<file path="config.mk">
export PLATFORM = sky130hd
export DESIGN_NAME = stable_min_priority_queue_flat
export DESIGN_NICKNAME = d
export VERILOG_FILES = /design/src/hdl/smpq_pkg.sv /design/src/hdl/smpq_if.sv /design/src/hdl/smpq_store.sv /design/src/hdl/stable_min_priority_queue.sv /design/src/flat_wrapper.sv
export VERILOG_INCLUDE_DIRS = /design/src /design/src/hdl
export SDC_FILE = /design/constraint.sdc
export NUM_CORES = 1
export LEC_CHECK = 0
export ABC_AREA = 1
export CAP_MARGIN = 30
export CORE_UTILIZATION = 32
export DETAILED_ROUTE_END_ITERATION = 8
export DONT_BUFFER_PORTS = 1
export SYNTH_ARGS = -nofsm -noshare
export SYNTH_HDL_FRONTEND = slang
export SYNTH_SLANG_ARGS = --single-unit
</file>
<file path="constraint.sdc">
create_clock -name clock -period 5.98 [get_ports clock]
set_input_delay 1.196 -clock clock [delete_from_list [all_inputs] [get_ports clock]]
set_output_delay 1.196 -clock clock [all_outputs]
set_load 0.05 [all_outputs]
</file>
<file path="src/hdl/stable_min_priority_queue_defines.svh">
// Assertion macros used by the priority queue top level.
`ifndef STABLE_MIN_PRIORITY_QUEUE_DEFINES_SVH
`define STABLE_MIN_PRIORITY_QUEUE_DEFINES_SVH

// Same-cycle implication, disabled during reset.
`define SMPQ_ASSERT_IMP(label, clk, rst, ante, cons) \
   label: assert property (@(posedge clk) disable iff (rst) (ante) |-> (cons)) \
      else $error("smpq assertion failed");

// Next-cycle implication, disabled during reset.
`define SMPQ_ASSERT_NXT(label, clk, rst, ante, cons) \
   label: assert property (@(posedge clk) disable iff (rst) (ante) |=> (cons)) \
      else $error("smpq assertion failed");

`endif

</file>
<file path="src/hdl/smpq_pkg.sv">
// Types and constants of the stable minimum priority queue.
`timescale 1ns / 1ps

package smpq_pkg;

   localparam int CAPACITY_DEF = 16;
   localparam int ID_W         = 8;
   localparam int PRIO_W       = 8;
   localparam int OCC_W        = 5;

   typedef enum logic {
      CMD_INSERT = 1'b0,
      CMD_REMOVE = 1'b1
   } cmd_type;

   typedef enum logic [1:0] {
      ST_OK    = 2'd0,
      ST_FULL  = 2'd1,
      ST_EMPTY = 2'd2
   } status_type;

   // Operation applied to the sorted store
   typedef struct packed {
      logic              insert;
      logic              remove;
      logic [ID_W-1:0]   id;
      logic [PRIO_W-1:0] prio;
   } store_op_type;

   // Store status seen by the control stage
   typedef struct packed {
      logic              full;
      logic              empty;
      logic [ID_W-1:0]   head_id;
      logic [PRIO_W-1:0] head_prio;
   } store_stat_type;

endpackage

</file>
<file path="src/hdl/smpq_if.sv">
// Request and response channel interfaces of the priority queue.
`timescale 1ns / 1ps

interface smpq_req_if import smpq_pkg::*; ();
   logic              valid;
   logic              ready;
   cmd_type           cmd;
   logic [ID_W-1:0]   item_id;
   logic [PRIO_W-1:0] item_priority;

   modport source (output valid, output cmd, output item_id, output item_priority,
                   input ready);
   modport sink   (input valid, input cmd, input item_id, input item_priority,
                   output ready);
endinterface

interface smpq_rsp_if import smpq_pkg::*; ();
   logic              valid;
   logic              ready;
   logic              out_valid;
   logic [ID_W-1:0]   out_id;
   logic [PRIO_W-1:0] out_priority;
   status_type        status;
   logic [OCC_W-1:0]  occupancy;

   modport source (output valid, output out_valid, output out_id, output out_priority,
                   output status, output occupancy, input ready);
   modport sink   (input valid, input out_valid, input out_id, input out_priority,
                   input status, input occupancy, output ready);
endinterface

</file>
<file path="src/hdl/smpq_store.sv">
// Sorted shift-register store: ascending priority, oldest first among equals.
`timescale 1ns / 1ps

module smpq_store import smpq_pkg::*; #(
   parameter int CAPACITY = CAPACITY_DEF,
   localparam int CNT_W   = $clog2(CAPACITY + 1),
   localparam int IDX_W   = $clog2(CAPACITY)
) (
   input  logic           clock,
   input  logic           reset,
   input  store_op_type   op,
   output store_stat_type stat,
   output logic [CNT_W-1:0] count
);

   // Cell 0 holds the next entry to leave; entries at or above count are don't-care.
   logic [ID_W-1:0]   id_ff   [CAPACITY];
   logic [PRIO_W-1:0] prio_ff [CAPACITY];
   logic [ID_W-1:0]   id_in   [CAPACITY];
   logic [PRIO_W-1:0] prio_in [CAPACITY];
   logic [CNT_W-1:0]  count_ff, count_in;
   logic [CAPACITY-1:0] le;
   logic full, empty, do_ins, do_rem;

   assign full   = (count_ff == CNT_W'(CAPACITY));
   assign empty  = (count_ff == '0);
   assign do_ins = op.insert && !full;
   assign do_rem = op.remove && !empty;

   // Per-cell compare: valid entry whose priority is not above the new one
   always_comb begin
      for (int j = 0; j < CAPACITY; j++) begin
         le[j] = (CNT_W'(j) < count_ff) && (prio_ff[j] <= op.prio);
      end
   end

   // Per-cell next value: keep, take the new entry, shift up or shift down
   always_comb begin
      for (int j = 0; j < CAPACITY; j++) begin
         id_in[j]   = id_ff[j];
         prio_in[j] = prio_ff[j];
         if (do_ins) begin
            if (le[j]) begin
               id_in[j]   = id_ff[j];
               prio_in[j] = prio_ff[j];
            end else if (j == 0 || le[IDX_W'((j == 0) ? 0 : j - 1)]) begin
               id_in[j]   = op.id;
               prio_in[j] = op.prio;
            end else begin
               id_in[j]   = id_ff[IDX_W'((j == 0) ? 0 : j - 1)];
               prio_in[j] = prio_ff[IDX_W'((j == 0) ? 0 : j - 1)];
            end
         end else if (do_rem) begin
            id_in[j]   = id_ff[IDX_W'((j == CAPACITY - 1) ? j : j + 1)];
            prio_in[j] = prio_ff[IDX_W'((j == CAPACITY - 1) ? j : j + 1)];
         end
      end
   end

   // Entry count
   always_comb begin
      priority if (do_ins) begin
         count_in = count_ff + 1'b1;
      end else if (do_rem) begin
         count_in = count_ff - 1'b1;
      end else begin
         count_in = count_ff;
      end
   end

   always_ff @(posedge clock) begin
      for (int j = 0; j < CAPACITY; j++) begin
         id_ff[j]   <= id_in[j];
         prio_ff[j] <= prio_in[j];
      end
   end

   always_ff @(posedge clock) begin
      if (reset) begin
         count_ff <= '0;
      end else begin
         count_ff <= count_in;
      end
   end

   assign stat.full      = full;
   assign stat.empty     = empty;
   assign stat.head_id   = id_ff[0];
   assign stat.head_prio = prio_ff[0];
   assign count          = count_ff;

endmodule

</file>
<file path="src/hdl/stable_min_priority_queue.sv">
// Top level of the stable minimum priority queue.
//
//  channel   dir   handshake      payload
//  req_bus   in    valid/ready    cmd, item_id, item_priority
//  rsp_bus   out   valid/ready    out_valid, out_id, out_priority, status, occupancy
//
// One item per cycle sustained while results are taken; a result passes the input register, then the result register.
// The store updates all cells together: every cell compares with the new priority at once.
// Synchronous active-high reset empties the store; entry payload is not cleared.
// A stalled result holds the result register and then the input register; req_bus.ready
// drops only when both are full and the result is not taken.
`timescale 1ns / 1ps
`include "stable_min_priority_queue_defines.svh"

module stable_min_priority_queue import smpq_pkg::*; #(
   parameter int CAPACITY = CAPACITY_DEF
) (
   input logic       clock,
   input logic       reset,
   smpq_req_if.sink   req_bus,
   smpq_rsp_if.source rsp_bus
);

   localparam int CNT_W = $clog2(CAPACITY + 1);

   typedef struct packed {
      cmd_type           cmd;
      logic [ID_W-1:0]   id;
      logic [PRIO_W-1:0] prio;
   } req_item_type;

   typedef struct packed {
      logic              out_valid;
      logic [ID_W-1:0]   out_id;
      logic [PRIO_W-1:0] out_priority;
      status_type        status;
      logic [OCC_W-1:0]  occupancy;
   } rsp_item_type;

   logic           s1_valid_ff, s1_valid_in;
   req_item_type   s1_item_ff, s1_item_in;
   logic           rsp_valid_ff, rsp_valid_in;
   rsp_item_type   rsp_item_ff, rsp_item_in, result;
   logic           adv, req_take;
   store_op_type   op;
   store_stat_type stat;
   logic [CNT_W-1:0] count, count_next;

   // Handshake: the input stage moves on when the result register is free or drains
   assign adv      = s1_valid_ff && (!rsp_valid_ff || rsp_bus.ready);
   assign req_take = req_bus.valid && req_bus.ready;
   assign req_bus.ready = !s1_valid_ff || adv;

   // Store operation for the item in the input register
   assign op.insert = adv && (s1_item_ff.cmd == CMD_INSERT);
   assign op.remove = adv && (s1_item_ff.cmd == CMD_REMOVE);
   assign op.id     = s1_item_ff.id;
   assign op.prio   = s1_item_ff.prio;

   smpq_store #(.CAPACITY(CAPACITY)) u_store (
      .clock (clock),
      .reset (reset),
      .op    (op),
      .stat  (stat),
      .count (count)
   );

   // Result of the item in the input register
   always_comb begin
      result     = '0;
      count_next = count;
      unique case (s1_item_ff.cmd)
         CMD_INSERT: begin
            if (stat.full) begin
               result.status = ST_FULL;
            end else begin
               result.status = ST_OK;
               count_next    = count + 1'b1;
            end
         end
         CMD_REMOVE: begin
            if (stat.empty) begin
               result.status = ST_EMPTY;
            end else begin
               result.status       = ST_OK;
               result.out_valid    = 1'b1;
               result.out_id       = stat.head_id;
               result.out_priority = stat.head_prio;
               count_next          = count - 1'b1;
            end
         end
      endcase
      result.occupancy = OCC_W'(count_next);
   end

   // Next values of the input and result registers
   always_comb begin
      s1_valid_in  = s1_valid_ff;
      s1_item_in   = s1_item_ff;
      rsp_valid_in = rsp_valid_ff;
      rsp_item_in  = rsp_item_ff;
      if (rsp_valid_ff && rsp_bus.ready) begin
         rsp_valid_in = 1'b0;
      end
      if (adv) begin
         rsp_valid_in = 1'b1;
         rsp_item_in  = result;
         s1_valid_in  = 1'b0;
      end
      if (req_take) begin
         s1_valid_in     = 1'b1;
         s1_item_in.cmd  = req_bus.cmd;
         s1_item_in.id   = req_bus.item_id;
         s1_item_in.prio = req_bus.item_priority;
      end
   end

   always_ff @(posedge clock) begin
      if (reset) begin
         s1_valid_ff  <= 1'b0;
         rsp_valid_ff <= 1'b0;
      end else begin
         s1_valid_ff  <= s1_valid_in;
         rsp_valid_ff <= rsp_valid_in;
      end
   end

   always_ff @(posedge clock) begin
      s1_item_ff  <= s1_item_in;
      rsp_item_ff <= rsp_item_in;
   end

   assign rsp_bus.valid        = rsp_valid_ff;
   assign rsp_bus.out_valid    = rsp_item_ff.out_valid;
   assign rsp_bus.out_id       = rsp_item_ff.out_id;
   assign rsp_bus.out_priority = rsp_item_ff.out_priority;
   assign rsp_bus.status       = rsp_item_ff.status;
   assign rsp_bus.occupancy    = rsp_item_ff.occupancy;

   // Checks
   `SMPQ_ASSERT_IMP(a_count_bound, clock, reset, 1'b1, count <= CNT_W'(CAPACITY))
   `SMPQ_ASSERT_NXT(a_remove_count, clock, reset, op.remove && !stat.empty,
      count == CNT_W'($past(count) - 1'b1))
   `SMPQ_ASSERT_NXT(a_head_order, clock, reset, op.remove && (count > CNT_W'(1)),
      stat.head_prio >= $past(stat.head_prio))

endmodule

</file>
<file path="src/flat_wrapper.sv">
// flat-port wrapper written by rule: the top's interface ports become plain ports
module stable_min_priority_queue_flat import smpq_pkg::*;
#(
   parameter int CAPACITY = CAPACITY_DEF
)
  (clock, reset, req_bus_valid, req_bus_cmd, req_bus_item_id, req_bus_item_priority, req_bus_ready, rsp_bus_valid, rsp_bus_out_valid, rsp_bus_out_id, rsp_bus_out_priority, rsp_bus_status, rsp_bus_occupancy, rsp_bus_ready);
  smpq_req_if req_bus_i ();
  smpq_rsp_if rsp_bus_i ();
  input logic clock;
  input logic reset;
  input wire logic [$bits(req_bus_i.valid)-1:0] req_bus_valid;
  input wire logic [$bits(req_bus_i.cmd)-1:0] req_bus_cmd;
  input wire logic [$bits(req_bus_i.item_id)-1:0] req_bus_item_id;
  input wire logic [$bits(req_bus_i.item_priority)-1:0] req_bus_item_priority;
  output wire logic [$bits(req_bus_i.ready)-1:0] req_bus_ready;
  output wire logic [$bits(rsp_bus_i.valid)-1:0] rsp_bus_valid;
  output wire logic [$bits(rsp_bus_i.out_valid)-1:0] rsp_bus_out_valid;
  output wire logic [$bits(rsp_bus_i.out_id)-1:0] rsp_bus_out_id;
  output wire logic [$bits(rsp_bus_i.out_priority)-1:0] rsp_bus_out_priority;
  output wire logic [$bits(rsp_bus_i.status)-1:0] rsp_bus_status;
  output wire logic [$bits(rsp_bus_i.occupancy)-1:0] rsp_bus_occupancy;
  input wire logic [$bits(rsp_bus_i.ready)-1:0] rsp_bus_ready;
  assign req_bus_i.valid = req_bus_valid;
  assign req_bus_i.cmd = req_bus_cmd;
  assign req_bus_i.item_id = req_bus_item_id;
  assign req_bus_i.item_priority = req_bus_item_priority;
  assign req_bus_ready = req_bus_i.ready;
  assign rsp_bus_valid = rsp_bus_i.valid;
  assign rsp_bus_out_valid = rsp_bus_i.out_valid;
  assign rsp_bus_out_id = rsp_bus_i.out_id;
  assign rsp_bus_out_priority = rsp_bus_i.out_priority;
  assign rsp_bus_status = rsp_bus_i.status;
  assign rsp_bus_occupancy = rsp_bus_i.occupancy;
  assign rsp_bus_i.ready = rsp_bus_ready;
  stable_min_priority_queue #(.CAPACITY(CAPACITY)) u_core (.clock(clock), .reset(reset), .req_bus(req_bus_i), .rsp_bus(rsp_bus_i));
endmodule
</file>
==> metrics <==
outcome completed; Final TNS setup 0 ns; combinational fraction of design power 13.7%; GR Overflow Total 0; final wirelength 45,600 um; Crit. End Element register; largest net degree at the start of global routing 121; DPL Wire Length 32,100 um; clk buf depth 3; final hold vios 0; reg-to-reg endpoint u_core.u_store.id_ff[0][1]; R2R Path Start u_core.op[3]; Residual DRC 0; Placer Congestion 0.885; clk slew on worst S/H paths about 0.060 ns; Synth Register Bits 304; GRT Total Usage 16.8%; CTS buffer count 34; fin crit share 67.6%; Sw Ratio between 20 and 30%; CTS tree done; Reg power frac 48.0%; CTS Hold Buffers Added 0; Port Buf Inserts 0; max_cap viols 0; Mapped Area 17,100 um2; Resize count post-CTS 0; CTS root buffer clkbuf_16; clock latency at the later pin of the worst-skew pair 0.53 ns; CP Capture Point u_core.u_store.id_ff[0][1]; Worst Reg2Reg Path Length in Cells 10; Ys Warns 0; Die W 233 um; num ports 47; slew of the pin with the lowest slew margin 1.04 ns; Crit Path Category register to register; Finished Layout Cells about 2,700; hold_ws 0.461 ns; Worst IR Drop VDD 0.169 mV; clock power share 38.3%; Worst Skew 0.0178 ns; Mapped Nets 2,173; Internal Power around 4.0 mW; first-pass GRT wire length 71,500 um; Final Critical Period 4.04 ns; fin area 18,900 um2; core footprint 52,700 um2; placed insts 2,660; clock tree sinks about 300; remaining antenna violation count 0; placed cell area about 18,000 um2; H-tree depth 2; startpoint class of the critical path register; Inserted Diodes 0; post-synth cell types 29; Die H between 200 and 250 um; Slew Viols, Final 0; WP data required 6.05 ns; vias in the first global route roughly 13,000; relative slew slack roughly 30%; DRT iter0 DRCs approximately 1,100; share of cells above drive strength 1 under 10%; Mean Syn Cell Area 8.47 um2; f_max 247 MHz; DR vias 13,000; synthesis-to-finish area growth 10.6%; HP Class register to register; DIE AREA 54,400 um2; antenna violations before repair 1; P per Cell Area 293 nW/um2; Syn Inst Count around 2,000; DR WL/cell 16.8 um; worst endpoint data arrival time 4.11 ns; switching power roughly 1.5 mW; RSZ-0062 raised after global routing false; Setup Fix Bufs, Post-CTS 0; row count 84; Static Leakage 9.50 nW; CP max FO 17; Avg Vias per Cell 4.78; Initial Utilization 32.5%; final setup fails 0; Crit. Startpoint u_core.op[3]; Total Nets Final around 2,200; register area share after synthesis 52.9%; FF-to-FF setup slack 1.94 ns; Pre-Repair DR Iteration Count 5
-- registers in the layout (all words and copies together), names as in the netlist, 2 cells and up --
name	count
u_core.u_store.id_ff	128
u_core.u_store.prio_ff	128
u_core.op	16
u_core.rsp_bus.out_id	8
u_core.rsp_bus.out_priority	8
u_core.rsp_bus.occupancy	5
u_core.u_store.count	5
u_core.rsp_bus.status	2
-- cell usage after synthesis --
| master | instances | share of area [%] |
|---|---|---|
| nand3_2 | 1 | 0.058 |
| xor2_1 | 4 | 0.20 |
| o21ai_0 | 64 | 1.9 |
| nand3b_1 | 1 | 0.044 |
| nor3_1 | 3 | 0.088 |
| ha_1 | 132 | 9.7 |
| clkbuf_1 | 11 | 0.24 |
| buf_2 | 38 | 1.1 |
| inv_1 | 194 | 4.3 |
| nand4_1 | 10 | 0.37 |
| a31oi_1 | 2 | 0.073 |
| o21a_1 | 1 | 0.044 |
| nor2_4 | 1 | 0.066 |
| nand3_1 | 16 | 0.47 |
| o22ai_1 | 1 | 0.037 |
| edfxtp_1 | 297 | 52 |
| dfxtp_1 | 7 | 0.82 |
| o21bai_1 | 1 | 0.044 |
| nor2_1 | 75 | 1.6 |
| a21o_1 | 8 | 0.35 |
| buf_6 | 3 | 0.20 |
| nand2_1 | 1053 | 23 |
| a21oi_1 | 61 | 1.8 |
| inv_2 | 3 | 0.066 |
| buf_4 | 9 | 0.39 |
| nand2_2 | 20 | 0.73 |
| buf_1 | 1 | 0.022 |
| xnor2_1 | 2 | 0.10 |
| o221ai_1 | 1 | 0.051 |
-- power groups by stage --
stage | clock, mW | sequential, mW | combinational, mW
3_3_place_gp | 0 | 2.71 | 0.727
3_5_place_dp | 0 | 2.71 | 0.756
5_1_grt | 2.25 | 2.68 | 0.879
6_report | 2.12 | 2.66 | 0.763
4_1_cts | 2.17 | 2.66 | 0.760
2_1_floorplan | 0 | 2.66 | 0.561
-- layer usage --
metal | up-vias | track usage (%) | share of wire (%)
li1 | 6456 | - | -
met1 | 6125 | 23.4 | 46
met2 | 359 | 26.8 | 46
met3 | 72 | 2.49 | 5.7
met4 | 2 | 5.04 | 2.6
met5 | - | 0 | 0.026
-- stage by stage --
stage / worst slack (ns) / power [mW] / utilization [%]
floorplan: 2.48 / 3.22 / -
global placement: 1.94 / 3.43 / 33.7
detailed placement: 1.95 / 3.46 / 33.8
CTS: 1.99 / 5.59 / 35.9
global route: 1.74 / 5.81 / 35.9
finish: 1.94 / 5.55 / 35.9
-- cells by family after synthesis --
family | Yosys count | synth area share (%)
and+or+nand+nor | 1180 | 26.6
buffers and inverters | 259 | 6.29
xor gates and xnor gates | 6 | 0.307
DFF | 304 | 52.9
AOI/OAI and AO/OA | 139 | 4.26
adders and majority gates | 132 | 9.65
-- worst max-delay path, cell delays in order, from the launching register on --
cell and delay [ns]:
edfxtp_1 0.40, inv_1 0.75, ha_1 0.40, a21oi_1 0.18
nand2_1 0.07, nand2_1 0.05, nand2_1 0.04, nand2_1 0.06
nand2_1 0.44, nand2_2 0.54, nand2_1 0.62
-- cells in the final DEF (no fill, tap or decap), types with 3 or more instances in the layout --
cell type      n
clkinv_1       8
xor2_1         4
inv_1        194
clkinv_2       4
bufinv_16      3
buf_4         11
nand2_1     1053
clkinvlp_4     3
nand4_1       10
edfxtp_1     297
clkbuf_1       4
o21ai_0       64
nor2_1        75
a21o_1         8
clkbuf_16     37
dfxtp_1        7
a21oi_1       61
nor3_1         3
nand3_1       16
ha_1         132
nand2_2       20
-- worst min-delay path by stage --
stage                                   from                             to  cells after the start
3_3_place_gp   u_core.u_store.prio_ff[1][48]  u_core.u_store.prio_ff[1][56]                      0
4_1_cts        u_core.u_store.prio_ff[1][48]  u_core.u_store.prio_ff[1][56]                      0
3_5_place_dp     u_core.u_store.id_ff[1][49]    u_core.u_store.id_ff[1][57]                      0
5_1_grt        u_core.u_store.prio_ff[1][48]  u_core.u_store.prio_ff[1][56]                      0
2_1_floorplan  u_core.u_store.prio_ff[1][48]  u_core.u_store.prio_ff[1][56]                      0
6_report         u_core.u_store.id_ff[1][53]    u_core.u_store.id_ff[1][61]                      0
-- layout make-up --
class / instances / area, um2
fill: 5324 / 33700
sequential: 304 / 9060
multi-input combinational: 1457 / 6980
clock buffer: 41 / 941
tap: 688 / 861
inverter: 197 / 744
clock inverter: 19 / 171
timing repair buffer: 15 / 169
No activity file was read; power rests on OpenSTA's default activity.
